--- config.mk ---
export PLATFORM = sky130hd
export DESIGN_NAME = sst_ram
export DESIGN_NICKNAME = d
export VERILOG_FILES = /design/src/hw/rtl/sst_ram.sv
export SDC_FILE = /design/constraint.sdc
export NUM_CORES = 1
export LEC_CHECK = 0
export BUFFER_PORTS_ARGS = -buffer_cell sky130_fd_sc_hd__buf_2
export CAP_MARGIN = 20
export CORE_ASPECT_RATIO = 1.25
export CORE_UTILIZATION = 45
export DETAILED_ROUTE_END_ITERATION = 12
export GPL_ROUTABILITY_DRIVEN = 0
export GPL_TIMING_DRIVEN = 0
export HOLD_SLACK_MARGIN = 0.08
export SLEW_MARGIN = 15
export SYNTH_ARGS = -nofsm -noshare
export SYNTH_HDL_FRONTEND = slang
export SYNTH_SLANG_ARGS = --single-unit
--- constraint.sdc ---
create_clock -name clk -period 4.8 [get_ports clk]
set_input_delay 0.72 -clock clk [delete_from_list [all_inputs] [get_ports clk]]
set_output_delay 0.72 -clock clk [all_outputs]
set_load 0.05 [all_outputs]
--- src/hw/rtl/sst_ram.sv ---
// ----------------------------------------------------------------------------
// sst_ram: generic single-port RAM
// One access per cycle, write or read; read data is registered and holds
// until the next read.
// ----------------------------------------------------------------------------
`default_nettype none

module sst_ram #(
  parameter int WIDTH = 8,
  parameter int DEPTH = 16
) (
  input  wire logic                     clk,
  input  wire logic                     en,
  input  wire logic                     we,
  input  wire logic [$clog2(DEPTH)-1:0] addr,
  input  wire logic [WIDTH-1:0]         wdata,
  output logic      [WIDTH-1:0]         rdata
);

  logic [WIDTH-1:0] mem_r [DEPTH];
  logic [WIDTH-1:0] rdata_r;

  always_ff @(posedge clk) begin
    if (en && we) begin
      mem_r[addr] <= wdata;
    end
    if (en && !we) begin
      rdata_r <= mem_r[addr];
    end
  end

  assign rdata = rdata_r;

endmodule

`default_nettype wire

-- Word-level counts from Yosys, hierarchy flattened
Memory sizes are Yosys's and may differ from the RTL's. A register that Yosys moved wholly into a read port is not among the register bits.
Cells that the tools add are included.
- output and inout bits: 8
- memories kept: 1
- input port bits: 15
- logic and storage cells: 6
- RAM bits: 128
- bits in registers: 0
- multiplexer cells: 2
- reductions and logical operators: 3
- memories (memory ; words ; width ; rd ports ; clocked after Yosys merged registers in ; wr ports ; RTL line ; source):
    mem_r ; 16 ; 8 ; 1 ; 1 ; 1 ; 20 ; logic [WIDTH-1:0] mem_r [DEPTH];
- operators by type and width (cell ; number):
    $logic_and A1 B1 Y1 ; 2
    $mux W1 ; 2
    $logic_not A1 Y1 ; 1

-- Longest topological paths before layout
- word-level depth: 3
- mapped depth: 5
- mapped depth without buffers: 3

-- Worst setup path before layout
No wires, ideal clock.
- path kind: input-to-reg
- start: input port addr[0]
- end: memory mem_r[0][0], enable pin
- arrival: 2059 ps
- data required time: 4417 ps
- library setup time: 383 ps
- stages on the path: 4
- path slack: 2358 ps
- path buffers: 2
- cells stage by stage: buf_6 -> buf_2 -> or3_1 -> nor3_1
- RTL lines (element ; RTL line ; source):
    from (decl) ; 15 ; input wire logic [$clog2(DEPTH)-1:0] addr,
    to (decl) ; 20 ;
Straight into the memory's write port.

-- Worst setup path in the final report
- start: input port addr[1]
- end: memory mem_r[14][5], enable pin
Straight into the memory's write port.

==> qor.yml <==
sta:
  period_needed_ns: 2.40
  slew_violations: 0
  fmax_mhz: 417
  slew_headroom: 0.460
  finalSetupViolations: 0
  clock_skew_ns: 0.00941
  post-route-period-util: 0.499
  rsz0062_at_grt: "false"
  worstMarginPinSlew_ns: 0.806
  timing.hold.ws_ns: 0.712
  tns_ns: 0
  finalHoldViolCount: 0
critical_path:
  crit_start: "addr[1]"
  regToRegEndpoint: "rdata[3]"
  reg2reg_from: "mem_r[9][3]"
  critical_path.max_fanout: 10
  critPathArrivalTime_ns: 2.44
  cpPeakStageDelay_ns: 0.71
  worst_setup_path_end_kind: "register"
  critPathKind: "primary input to register"
  r2r_slack_ns: 3.20
  required_ns: 4.84
  reg2reg_depth: 3
  cp-start-kind: "primary input"
  crit_path_cell_trace: "buf_2 > buf_1 > nand4b_1 > nor2_1"
  slowest_stage: "nor2_1"
route:
  num_vias: 2386
  first_pass_iters: 9
  antenna_left: 0
  wl_microns: 9810
  remaining_drc_errors: 1
  vias_per_cell: 5.67
  first_iter_violations: 220
  wire_per_inst_microns: 23.3
clock_network:
  post_cts_buffers: 0
  cts_sinks: 136
  h-tree-depth: 4
  cts_resized: 0
  cts_tree: "built"
  cts_hold_buf: 0
  cts-root-buf: "clkbuf_16"
  clk_latency_ns: 0.41
  cts_buffer_depth: 2
  cts_buffers: 17
  cts.clk_slew.worst_paths_ns: 0.06
logic_synthesis:
  yosysTopAreaCell: "edfxtp_1"
  synth.most_common_cell: "edfxtp_1"
  syn_nets: 249
  ys_top_cells_by_area: "edfxtp_1 78%, mux4_1 8.0%, mux4_2 6.9%"
  avgSynthCellArea_sq_um: 22.4
  synthesis.area_sq_um: 5240
  synthDistinctLibCells: 18
  synth.yosys.seq_area_share: 0.780
  ys.warnings.count: 0
  synth_top_area_share: 0.780
  synth_top_flop_cell: "edfxtp_1"
  ys_top_cells_by_count: "136 x edfxtp_1, 16 x a22oi_1, 16 x mux4_1, 16 x mux4_2, 13 x nor2_1"
  syn_inst: 234
  synth_edf_count: 136
  async_flop_share: 0
  synth-seq-cells: 136
hold_path:
  min_path_type: "primary input to register"
  worstHoldPathCells: 1
  holdPathEnd: "mem_r[14][7]"
  hp-start: "wdata[7]"
global_routing:
  use_met3: 0.0473
  busiest_layer: "met2"
  met2_usage: 0.290
  grt_pass1_vias: 2334
  grt_max_degree: 17
  antenna_found_initial: 0
  grt_overflow_total: 0
  grtUsageTotal: 0.181
  grt_pass1_wl_microns: 14600
  grt_use_met1: 0.237
die:
  fp.coreArea_sq_um: 11200
  ios: 23
  start_util: 0.468
  dieArea_sq_um: 12100
  die_w_microns: 98.5
  die_y_microns: 123
  placementRows: 43
final_layout:
  final_area_sq_um: 6110
  area_delta_synth_final_pct: 16.7
  final_util: 0.546
  drive_above_1_share: 0.266
  diodes: 0
  final_nets: 288
outcome:
  violations: "design-rule violations"
  status: "finished with violations"
placed_design:
  place_hpwl_microns: 6190
  port_buffers: 20
  place_area_sq_um: 5530
power:
  ir_worst_vdd_v: 0.000192
  p_per_area_nw_per_um2: 445
  power.leakage_nw: 2.01
run:
  maxCapViolCount: 0
-- placed cells by master, fill, tap and decap left out --
master / synthesis / final
buf_8: 1 / 1
nor2_1: 13 / 13
edfxtp_1: 136 / 136
clkinvlp_4: 0 / 4
clkinv_4: 0 / 1
nand4b_1: 2 / 2
clkbuf_16: 0 / 17
buf_1: 2 / 2
bufinv_16: 0 / 3
buf_6: 2 / 2
nand2_1: 10 / 10
buf_2: 3 / 23
clkinv_1: 0 / 1
or3_1: 1 / 1
clkbuf_1: 5 / 6
mux4_1: 16 / 16
nand2b_1: 2 / 2
mux4_2: 16 / 16
and2_1: 1 / 1
nor3_2: 0 / 4
nor2b_1: 3 / 3
clkinv_2: 0 / 5
nand4_1: 1 / 1
a22oi_1: 16 / 16
-- worst max-delay path: cells and delay by family --
family | cells | cell delay [ns]
buffers and inverters | 2 | 0.66
and+or+nand+nor | 2 | 1.05
-- kinds of logic after synthesis --
kind of cell	count (synthesis)	share of synthesized area
muxes	32	0.149
DFF	136	0.780
AOI/OAI and AO/OA	16	0.0229
buffers and inverters	13	0.0150
and+or+nand+nor	37	0.0332
-- registers in the layout (all words and copies together), names as in the netlist --
signal,count
rdata,8
mem_r,128
-- per-layer routing --
layer  routed length (microns)  share of wire  up-vias
met5                         0              0        -
met4                       197          0.020        0
met3                       408          0.042       16
met2                      5120           0.52       91
met1                      4090           0.42     1202
li1                          -              -     1077
-- metrics by stage --
stage               total power [mW]  cells  setup slack [ns]
floorplan                       1.43    234              2.36
global placement                1.47    389              1.60
detailed placement              1.48    389              1.94
CTS                             2.74    421              2.37
global route                    2.80    421              2.25
finish                          2.72    421              2.40
-- cell type report --
class	count	area (sq um)
sequential	136	4080
fill	850	5080
buffer	13	78.8
tap	135	169
multi-input combinational	85	1090
clock inverter	14	158
timing repair buffer	20	100
clock buffer	18	429
-- power breakdown --
part / switching (mW) / internal (mW) / leakage [nW]
Combinational: 0.0775 / 0.0439 / 0.502
Sequential: 0.00314 / 1.33 / 1.23
Clock: 0.464 / 0.809 / 0.279
-- worst max path at each step --
stage / endpoint / slack, ns
after floorplan: mem_r[0][0] / 2.36
after global placement: mem_r[3][3] / 1.60
after detailed placement: mem_r[6][7] / 1.94
after CTS: mem_r[6][4] / 2.37
after global routing: mem_r[14][5] / 2.25
final: mem_r[14][5] / 2.40
No activity file was read; power rests on OpenSTA's default activity.
