==> src/hw/rtl/sst_pkg.sv <==
// ----------------------------------------------------------------------------
// sst_pkg: shared types for the sparse-set table
// Entity/slot widths, transfer payloads, memory entries and the microcode
// control word with its program.
// ----------------------------------------------------------------------------
`default_nettype none

package sst_pkg;

  localparam int ENT_CAP   = 1024;
  localparam int ID_W      = $clog2(ENT_CAP);
  localparam int SLOT_W    = ID_W;
  localparam int CNT_W     = $clog2(ENT_CAP + 1);
  localparam int PAYLOAD_W = 32;
  localparam int SP_W      = 1 + SLOT_W;
  localparam int DN_W      = ID_W + PAYLOAD_W;

  typedef enum logic [1:0] {
    OP_ADD    = 2'd0,
    OP_REMOVE = 2'd1,
    OP_LOOKUP = 2'd2,
    OP_READ   = 2'd3
  } op_t;

  typedef enum logic [1:0] {
    SC_OK      = 2'd0,
    SC_ABSENT  = 2'd1,
    SC_FULL    = 2'd2,
    SC_PRESENT = 2'd3
  } status_t;

  typedef struct packed {
    op_t                  op;
    logic [ID_W-1:0]      entity_id;
    logic [PAYLOAD_W-1:0] payload;
    logic [SLOT_W-1:0]    slot_index;
  } sst_in_t;

  typedef struct packed {
    status_t              status;
    logic [SLOT_W-1:0]    dense_slot;
    logic [ID_W-1:0]      owner_entity;
    logic [PAYLOAD_W-1:0] payload_out;
    logic [CNT_W-1:0]     live_count;
  } sst_out_t;

  typedef struct packed {
    logic              valid;
    logic [SLOT_W-1:0] slot;
  } sp_entry_t;

  typedef struct packed {
    logic [ID_W-1:0]      owner;
    logic [PAYLOAD_W-1:0] data;
  } dn_entry_t;

  typedef struct packed {
    logic sp_hit;
    logic full;
    logic oor;
    logic hole_last;
    logic clr_more;
  } cond_flags_t;

  typedef enum logic [4:0] {
    U_CLR, U_WAIT,
    U_A0, U_A1, U_A2, U_A3,
    U_R0, U_R1, U_R2, U_R3, U_R4, U_R5, U_R6,
    U_L0, U_L1, U_L2, U_L3,
    U_D0, U_D1,
    U_E_ABS, U_E_FULL, U_E_PRES
  } ustep_t;

  typedef enum logic [2:0] {
    SP_NONE, SP_RD_ENT, SP_WR_NEW, SP_WR_CLR, SP_WR_MOVED, SP_WR_SWEEP
  } sp_op_t;

  typedef enum logic [2:0] {
    DN_NONE, DN_RD_SLOT, DN_RD_LAST, DN_RD_INDEX, DN_WR_COUNT, DN_WR_SLOT
  } dn_op_t;

  typedef enum logic [1:0] {
    LT_NONE, LT_SLOT, LT_GONE
  } latch_t;

  typedef enum logic [1:0] {
    CN_NONE, CN_INC, CN_DEC
  } cnt_op_t;

  typedef enum logic [2:0] {
    RES_NONE, RES_ERR_ABS, RES_ERR_FULL, RES_ERR_PRES,
    RES_ADD, RES_GONE, RES_LOOK, RES_INDEX
  } res_t;

  typedef enum logic [3:0] {
    CD_NEXT, CD_ALWAYS, CD_SP_MISS, CD_SP_HIT, CD_FULL,
    CD_OOR, CD_HOLE_LAST, CD_CLR_MORE
  } cond_t;

  typedef struct packed {
    logic    wait_in;
    sp_op_t  sp_op;
    dn_op_t  dn_op;
    latch_t  latch;
    cnt_op_t cnt;
    res_t    res;
    cond_t   cond;
    ustep_t  target;
  } ucw_t;

  localparam ucw_t UCW_NOP = '{
    wait_in: 1'b0, sp_op: SP_NONE, dn_op: DN_NONE, latch: LT_NONE,
    cnt: CN_NONE, res: RES_NONE, cond: CD_NEXT, target: U_WAIT
  };

  function automatic ustep_t op_entry(op_t op);
    ustep_t s;
    unique case (op)
      OP_ADD:    s = U_A0;
      OP_REMOVE: s = U_R0;
      OP_LOOKUP: s = U_L0;
      OP_READ:   s = U_D0;
      default:   s = U_WAIT;
    endcase
    return s;
  endfunction

  function automatic ucw_t ucode(ustep_t s);
    ucw_t w;
    w = UCW_NOP;
    unique case (s)
      U_CLR: begin
        w.sp_op  = SP_WR_SWEEP;
        w.cond   = CD_CLR_MORE;
        w.target = U_CLR;
      end
      U_WAIT: w.wait_in = 1'b1;
      U_A0:   w.sp_op = SP_RD_ENT;
      U_A1: begin
        w.cond   = CD_SP_HIT;
        w.target = U_E_PRES;
      end
      U_A2: begin
        w.cond   = CD_FULL;
        w.target = U_E_FULL;
      end
      U_A3: begin
        w.sp_op = SP_WR_NEW;
        w.dn_op = DN_WR_COUNT;
        w.cnt   = CN_INC;
        w.res   = RES_ADD;
        w.cond  = CD_ALWAYS;
      end
      U_R0:   w.sp_op = SP_RD_ENT;
      U_R1: begin
        w.latch  = LT_SLOT;
        w.cond   = CD_SP_MISS;
        w.target = U_E_ABS;
      end
      U_R2:   w.dn_op = DN_RD_SLOT;
      U_R3: begin
        w.latch = LT_GONE;
        w.dn_op = DN_RD_LAST;
      end
      U_R4: begin
        w.cond   = CD_HOLE_LAST;
        w.target = U_R6;
      end
      U_R5: begin
        w.dn_op = DN_WR_SLOT;
        w.sp_op = SP_WR_MOVED;
      end
      U_R6: begin
        w.sp_op = SP_WR_CLR;
        w.cnt   = CN_DEC;
        w.res   = RES_GONE;
        w.cond  = CD_ALWAYS;
      end
      U_L0:   w.sp_op = SP_RD_ENT;
      U_L1: begin
        w.latch  = LT_SLOT;
        w.cond   = CD_SP_MISS;
        w.target = U_E_ABS;
      end
      U_L2:   w.dn_op = DN_RD_SLOT;
      U_L3: begin
        w.res  = RES_LOOK;
        w.cond = CD_ALWAYS;
      end
      U_D0: begin
        w.dn_op  = DN_RD_INDEX;
        w.cond   = CD_OOR;
        w.target = U_E_ABS;
      end
      U_D1: begin
        w.res  = RES_INDEX;
        w.cond = CD_ALWAYS;
      end
      U_E_ABS: begin
        w.res  = RES_ERR_ABS;
        w.cond = CD_ALWAYS;
      end
      U_E_FULL: begin
        w.res  = RES_ERR_FULL;
        w.cond = CD_ALWAYS;
      end
      U_E_PRES: begin
        w.res  = RES_ERR_PRES;
        w.cond = CD_ALWAYS;
      end
      default: w = UCW_NOP;
    endcase
    return w;
  endfunction

endpackage

`default_nettype wire

==> src/hw/rtl/sst_useq.sv <==
// ----------------------------------------------------------------------------
// sst_useq: microcode sequencer
// Step counter over the control store, with opcode dispatch, conditional
// jumps and a hold on result steps while the result register is occupied.
// ----------------------------------------------------------------------------
`default_nettype none

module sst_useq (
  input  wire logic                 clk,
  input  wire logic                 rst_n,
  input  wire sst_pkg::cond_flags_t flags,
  input  wire logic                 in_valid,
  input  wire sst_pkg::op_t         in_op,
  input  wire logic                 out_busy,
  output sst_pkg::ucw_t             ucw,
  output logic                      adv
);

  sst_pkg::ustep_t step_r;
  sst_pkg::ustep_t step_nxt;
  sst_pkg::ustep_t step_inc;
  logic            taken;

  always_comb begin
    ucw = sst_pkg::ucode(step_r);
    if (ucw.wait_in) begin
      adv = in_valid;
    end else begin
      adv = !((ucw.res != sst_pkg::RES_NONE) && out_busy);
    end
  end

  always_comb begin
    step_inc = sst_pkg::ustep_t'(step_r + 5'd1);
    unique case (ucw.cond)
      sst_pkg::CD_NEXT:      taken = 1'b0;
      sst_pkg::CD_ALWAYS:    taken = 1'b1;
      sst_pkg::CD_SP_MISS:   taken = !flags.sp_hit;
      sst_pkg::CD_SP_HIT:    taken = flags.sp_hit;
      sst_pkg::CD_FULL:      taken = flags.full;
      sst_pkg::CD_OOR:       taken = flags.oor;
      sst_pkg::CD_HOLE_LAST: taken = flags.hole_last;
      sst_pkg::CD_CLR_MORE:  taken = flags.clr_more;
      default:               taken = 1'b0;
    endcase
    priority if (!adv) begin
      step_nxt = step_r;
    end else if (ucw.wait_in) begin
      step_nxt = sst_pkg::op_entry(in_op);
    end else if (taken) begin
      step_nxt = ucw.target;
    end else begin
      step_nxt = step_inc;
    end
  end

  always_ff @(posedge clk) begin
    if (!rst_n) begin
      step_r <= sst_pkg::U_CLR;
    end else begin
      step_r <= step_nxt;
    end
  end

endmodule

`default_nettype wire

==> config.mk <==
export PLATFORM = sky130hd
export DESIGN_NAME = sst_useq
export DESIGN_NICKNAME = d
export VERILOG_FILES = /design/src/hw/rtl/sst_pkg.sv /design/src/hw/rtl/sst_useq.sv
export SDC_FILE = /design/constraint.sdc
export NUM_CORES = 1
export LEC_CHECK = 0
export ABC_AREA = 1
export BUFFER_PORTS_ARGS = -buffer_cell sky130_fd_sc_hd__buf_2
export CAP_MARGIN = 20
export CORE_ASPECT_RATIO = 1.75
export CORE_MARGIN = 2
export CORE_UTILIZATION = 43
export DETAILED_ROUTE_END_ITERATION = 8
export PLACE_DENSITY = 0.7
export SYNTH_ARGS = -nofsm -noshare
export SYNTH_HDL_FRONTEND = slang
export SYNTH_SLANG_ARGS = --single-unit
==> constraint.sdc <==
create_clock -name clk -period 2.7 [get_ports clk]
set_clock_uncertainty 0.15 [all_clocks]
set_input_delay 0.27 -clock clk [delete_from_list [all_inputs] [get_ports clk]]
set_output_delay 0.27 -clock clk [all_outputs]
set_load 0.005 [all_outputs]
Word level (Yosys, flattened, before mapping)
Cells that the tools add are included.
{"block": "op_classes", "add_sub_neg": 1, "eq_ne": 31, "n_mux": 13, "reduce_logical": 11}
{"operator": "3-bit one-hot mux with 7 select lines", "count": 2}
{"operator": "5-bit by 4-bit == test with 1-bit output (second input constant)", "count": 8}
{"operator": "5-bit == test (second input constant)", "count": 6}
{"operator": "3-bit one-hot mux with 5 select lines", "count": 2}
{"operator": "5-bit one-hot mux with 5 select lines", "count": 1}
{"operator": "5-bit by 3-bit == test with 1-bit output (second input constant)", "count": 4}
{"operator": "5-bit one-hot mux with 4 select lines", "count": 1}
{"operator": "4-bit by 3-bit == test with 1-bit output (second input constant)", "count": 4}
{"operator": "5-bit by 2-bit == test with 1-bit output (second input constant)", "count": 2}
{"operator": "5-bit two-way mux", "count": 2}
{"operator": "4-bit by 2-bit == test with 1-bit output (second input constant)", "count": 2}
{"operator": "2-bit one-hot mux with 2 select lines", "count": 2}
{"operator": "1-bit one-hot mux with 7 select lines", "count": 1}
{"operator": "7-bit OR reduction", "count": 1}
{"operator": "3-bit OR reduction", "count": 2}
{"operator": "5-bit by 1-bit adder with 5-bit output (second input constant)", "count": 1}
{"operator": "5-bit by 1-bit == test with 1-bit output (second input constant)", "count": 1}
{"operator": "5-bit zero test", "count": 1}
{"operator": "2-bit == test (second input constant)", "count": 2}
{"operator": "4-bit by 1-bit == test with 1-bit output (second input constant)", "count": 1}
{"operator": "2-bit OR reduction", "count": 2}
{"operator": "3-bit nonzero test", "count": 1}
{"operator": "2-bit by 1-bit == test with 1-bit output (second input constant)", "count": 1}
{"operator": "1-bit zero test", "count": 2}
{"operator": "3 further kinds", "count": 4}
{"block": "word_totals", "regBits": 5, "in_bits": 11, "output_inout_bits": 24, "elab_cells": 57}

Depth between registers and ports, before layout
{"block": "logic_depth", "word_depth": 7, "mapped_depth": 17, "ltp_nobuf": 17}

Worst setup path after synthesis
Ideal clock, no wire load.
{"block": "synth_timing", "path_type": "reg-to-reg", "from": "register step_r[0]", "to": "register step_r[0]", "setup_time_ns": 0.119, "arrival_ns": 1.644, "t_required_ns": 2.431, "slack_ns": 0.787, "stages_incl_launch_ff": 13, "synth_period_minus_slack_ns": 1.913, "path_cell_list": "dfxtp_1 inv_1 ha_1 nand2_1 nor2_4 nor2_8 nand3_4 o21ai_2 nand3_2 nand2_4 nand2_1 nand3_1 a21oi_1"}
{"item": "start, declared", "line": "sst_useq.sv:19", "text": "sst_pkg::ustep_t step_r;"}
{"item": "start signal, assigned", "line": "sst_useq.sv:59", "text": "step_r <= sst_pkg::U_CLR;"}
{"item": "start signal, assigned", "line": "sst_useq.sv:61", "text": "step_r <= step_nxt;"}

Final worst setup path
{"block": "layout_timing", "from": "register step_r[2]", "to": "output adv"}
{"block": "layout_via", "elab_chain_len": 6, "elab_cells_between_ends": 14}
{"item": "5-bit == test (tied with other cells)", "line": "sst_pkg.sv:131", "text": "unique case (s)"}
{"item": "3-bit one-hot mux with 7 select lines", "line": "sst_pkg.sv:131"}
{"item": "3-bit nonzero test", "line": "sst_useq.sv:29", "text": "adv = !((ucw.res != sst_pkg::RES_NONE) && out_busy);"}
{"item": "1-bit logical AND", "line": "sst_useq.sv:29"}
{"item": "1-bit zero test", "line": "sst_useq.sv:29"}
{"item": "1-bit two-way mux *", "line": "sst_useq.sv:26", "text": "if (ucw.wait_in) begin"}
{"item": "end, declared", "line": "sst_useq.sv:16", "text": "output logic adv"}
Mark *: on every way between the ends. The rest lies on a longest branch, timed or not.

==> PnR_summary.wiki <==
{| class="wikitable"
! Metric !! Value
|-
| Via density per instance || 5.20
|-
| Antenna cell count || 0
|-
| Post-DP Area || 0.00121 sq mm
|-
| Count of cells along the worst register-to-register path || 15
|-
| Biggest regs || step_r (5)
|-
| Net count of the finished layout || 227
|-
| Vias in the first global route || 1128
|-
| Die height || 69.1 um
|-
| Synth area leader || sky130_fd_sc_hd__nand2_1
|-
| H-tree depth reported by CTS || 1
|-
| Number of storage elements in the synthesis netlist || 5
|-
| Number of flops mapped to enable cells by yosys || 0
|-
| Number of buffer and inverter stages on the critical path || 3
|-
| Fraction of final layout cells sized beyond drive strength 1 || 34.0%
|-
| Global placement routability congestion || 0.950
|-
| Area share of the leading cell type in the synthesized netlist || 12.2%
|-
| Endpoints failing setup || 0
|-
| Register area share after synthesis || 9.60%
|-
| Wire length of the first global-routing pass || 4490 um
|-
| DR WL/cell || 12.0 um
|-
| Number of hold-slack violations in the final timing report || 0
|-
| CP max FO || 8
|-
| Number of antenna violations at the first check in global routing || 0
|-
| Number of top-level pins || 35
|-
| Final setup slack of the worst path || 0.224 ns
|-
| Global-route total usage across every layer || 21.3%
|-
| Top reg by flops || step_r
|-
| Design Area, Final || 0.00126 sq mm
|-
| Total number of yosys warnings || 0
|-
| Starting Density || 45.3%
|-
| Number of cell rows || 23
|-
| Kind of path behind the tightest hold check || in2reg
|-
| DIE AREA || 0.00285 sq mm
|-
| Post-route fraction of the period consumed by the critical path || 91.7%
|-
| Worst hold slack || 0.185 ns
|-
| Hold-fix buffers at CTS || 0
|-
| Multi-input gate area in the final layout || 769 sq um
|-
| Peak clock frequency supported by timing || 404 MHz
|-
| TritonRoute pass-1 iters || 4
|-
| Number of instances in the synthesized netlist || 172
|-
| Largest vdd supply drop || 946 uV
|-
| Core ar. || 0.00230 sq mm
|-
| Hold depth || 3
|-
| Maximum clock insertion buffer count || 2
|-
| Remaining Overflow, GRT || 0
|-
| Tmin final || 2.48 ns
|-
| Netlist cell types || 30
|-
| P&R area growth vs syn || 21.2%
|-
| Sequential cell area || 100 sq um
|-
| Data required time at the worst endpoint || 2.28 ns
|-
| Placement-stage worst setup slack || 0.369 ns
|-
| Number of buffers added for setup after CTS || 0
|-
| Net count after synthesis || 192
|-
| Layout Utilization || 54.9%
|-
| Most used DFF post-synth || sky130_fd_sc_hd__dfxtp_1
|-
| First-iteration detailed-routing DRC count || 31
|-
| Leak Pwr || 0.814 nW
|-
| Clock network latency to the later pin of the worst-skew pair || 0.22 ns
|-
| PD cells || 1150 mW/mm^2
|-
| Antenna Nets Post-Route || 0
|-
| Clock-pin slew reported for the worst setup and hold paths after clock tree synthesis || 0.04 ns
|-
| Type of element capturing the critical path || output port
|-
| Dominant cell by count in the synthesized netlist || sky130_fd_sc_hd__nand2_1
|-
| Syn avg cell area || 6.06 sq um
|-
| Cell types with the highest counts after synthesis || sky130_fd_sc_hd__nand2_1 (34), sky130_fd_sc_hd__inv_1 (31), sky130_fd_sc_hd__nand3_1 (18)
|-
| Max reg flops || 5
|-
| Kind of start point of the critical path || register
|-
| Root cell of the clock tree || sky130_fd_sc_hd__clkbuf_8
|-
| Drt total wl || 2770 um
|-
| Cells resized by post-CTS repair || 0
|-
| Fraction of registers with async set or reset after synthesis || 0%
|-
| Clock tree from TritonCTS || yes
|-
| Number of max-slew violations in the final report || 0
|-
| CTS sink cnt || 5
|-
| Run status || complete, no violations
|-
| Critical path type || reg2out
|-
| Placed wire-length estimate || 2370 um
|-
| Setup repair after global routing missed its margin || no
|-
| Delay-heaviest family, CP || simple AND/OR/NAND/NOR gates
|-
| Synth top area cells || sky130_fd_sc_hd__nand2_1 (12%), sky130_fd_sc_hd__inv_1 (11%), sky130_fd_sc_hd__ha_1 (11%)
|-
| Ordered cell list for the critical path || inv_2 -> nor2_1 -> nand2_1 -> nand2_1 -> nor3_2 -> o22ai_2 -> inv_2 -> buf_2
|-
| Critical path depth || 8
|-
| Cts bufs inserted || 3
|-
| Crit path largest cell delay || 0.58 ns
|-
| Setup TNS after final layout || 0 ns
|-
| Total standard cell area after synthesis || 0.00104 sq mm
|-
| Max stage delay cell, worst path || sky130_fd_sc_hd__dfxtp_1
|-
| Data arrival, critical path || 2.06 ns
|-
| Pin count of the biggest net entering global routing || 9
|-
| Total via count after detailed routing || 1201
|-
| Remaining DRCs || 0
|-
| IO Port Bufs || 33
|-
| Maximum Capacitance Violations || 0
|-
| Horizontal die dimension || 41.2 um
|-
| Fillers || 255
|}
## path summary, 6_finish.rpt
check | start | to | slack [ns]
min | rst_n | step_r[3] | 0.18
min reg2reg | step_r[1] | step_r[1] | 0.46
max | step_r[2] | adv | 0.22
max reg2reg | step_r[0] | step_r[1] | 0.50
## layout make-up
class / instances / area share [%]
multi-input cells: 125 / 60.9
repair buffers: 33 / 13.1
inverters: 39 / 12.0
flip-flops and latches: 5 / 7.92
clock buffers: 3 / 3.27
well taps: 25 / 2.48
clock inverters: 1 / 0.396
## cell families (layout without fill, tap and decap cells)
kind of cell	count (synthesis)	count (layout)	synth area share (%)
compound gates	20	20	11.6
xor+xnor	2	2	1.68
fa+ha+maj	9	9	10.8
buf+inv	42	76	17.0
flops	5	5	9.60
other cells	1	1	0.360
simple gates	93	93	48.9
## routing by layer
metal	vias up	routed length, um	track usage (%)
li1	603	-	-
met1	541	1030	22.1
met2	51	1540	38.9
met3	6	139	2.25
met4	0	53	7.89
met5	-	0	0
## power breakdown
group / switching (mW) / internal [mW] / leakage, nW
sequential: 0.0561 / 0.103 / 0.0414
clock: 0.0406 / 0.0994 / 0.0255
combinational: 0.721 / 0.430 / 0.747
## placed cells by master (no fill, tap or decap), types with 5 or more instances in the layout
cell                       n
sky130_fd_sc_hd__a21oi_1   8
sky130_fd_sc_hd__nand3_1  18
sky130_fd_sc_hd__nor2_1   17
sky130_fd_sc_hd__inv_1    31
sky130_fd_sc_hd__nor2_2    5
sky130_fd_sc_hd__dfxtp_1   5
sky130_fd_sc_hd__buf_2    33
sky130_fd_sc_hd__ha_1      9
sky130_fd_sc_hd__nand2_4   5
sky130_fd_sc_hd__inv_2     6
sky130_fd_sc_hd__nand2_1  34
## worst register-to-register path, stage by stage, from the launching register on
cell and delay (ns):
sky130_fd_sc_hd__dfxtp_1 0.42, sky130_fd_sc_hd__inv_1 0.10, sky130_fd_sc_hd__ha_1 0.23, sky130_fd_sc_hd__nand2_1 0.11
sky130_fd_sc_hd__inv_1 0.06, sky130_fd_sc_hd__nand2_1 0.06, sky130_fd_sc_hd__nand2_1 0.06, sky130_fd_sc_hd__nor2_2 0.13
sky130_fd_sc_hd__nand3_1 0.15, sky130_fd_sc_hd__nand3_1 0.10, sky130_fd_sc_hd__nand2_1 0.09, sky130_fd_sc_hd__nand2_4 0.10
sky130_fd_sc_hd__nand2_4 0.06, sky130_fd_sc_hd__nand2_1 0.06, sky130_fd_sc_hd__nand3_1 0.07, sky130_fd_sc_hd__a21oi_1 0.16
## through the flow
| step | instances | power, mW |
|---|---|---|
| floorplan | 172 | 1.00 |
| global placement | 227 | 1.29 |
| detailed placement | 227 | 1.30 |
| CTS | 231 | 1.45 |
| global route | 231 | 1.62 |
| finish | 231 | 1.45 |
Note: power is estimated with default switching activity, not from simulation.
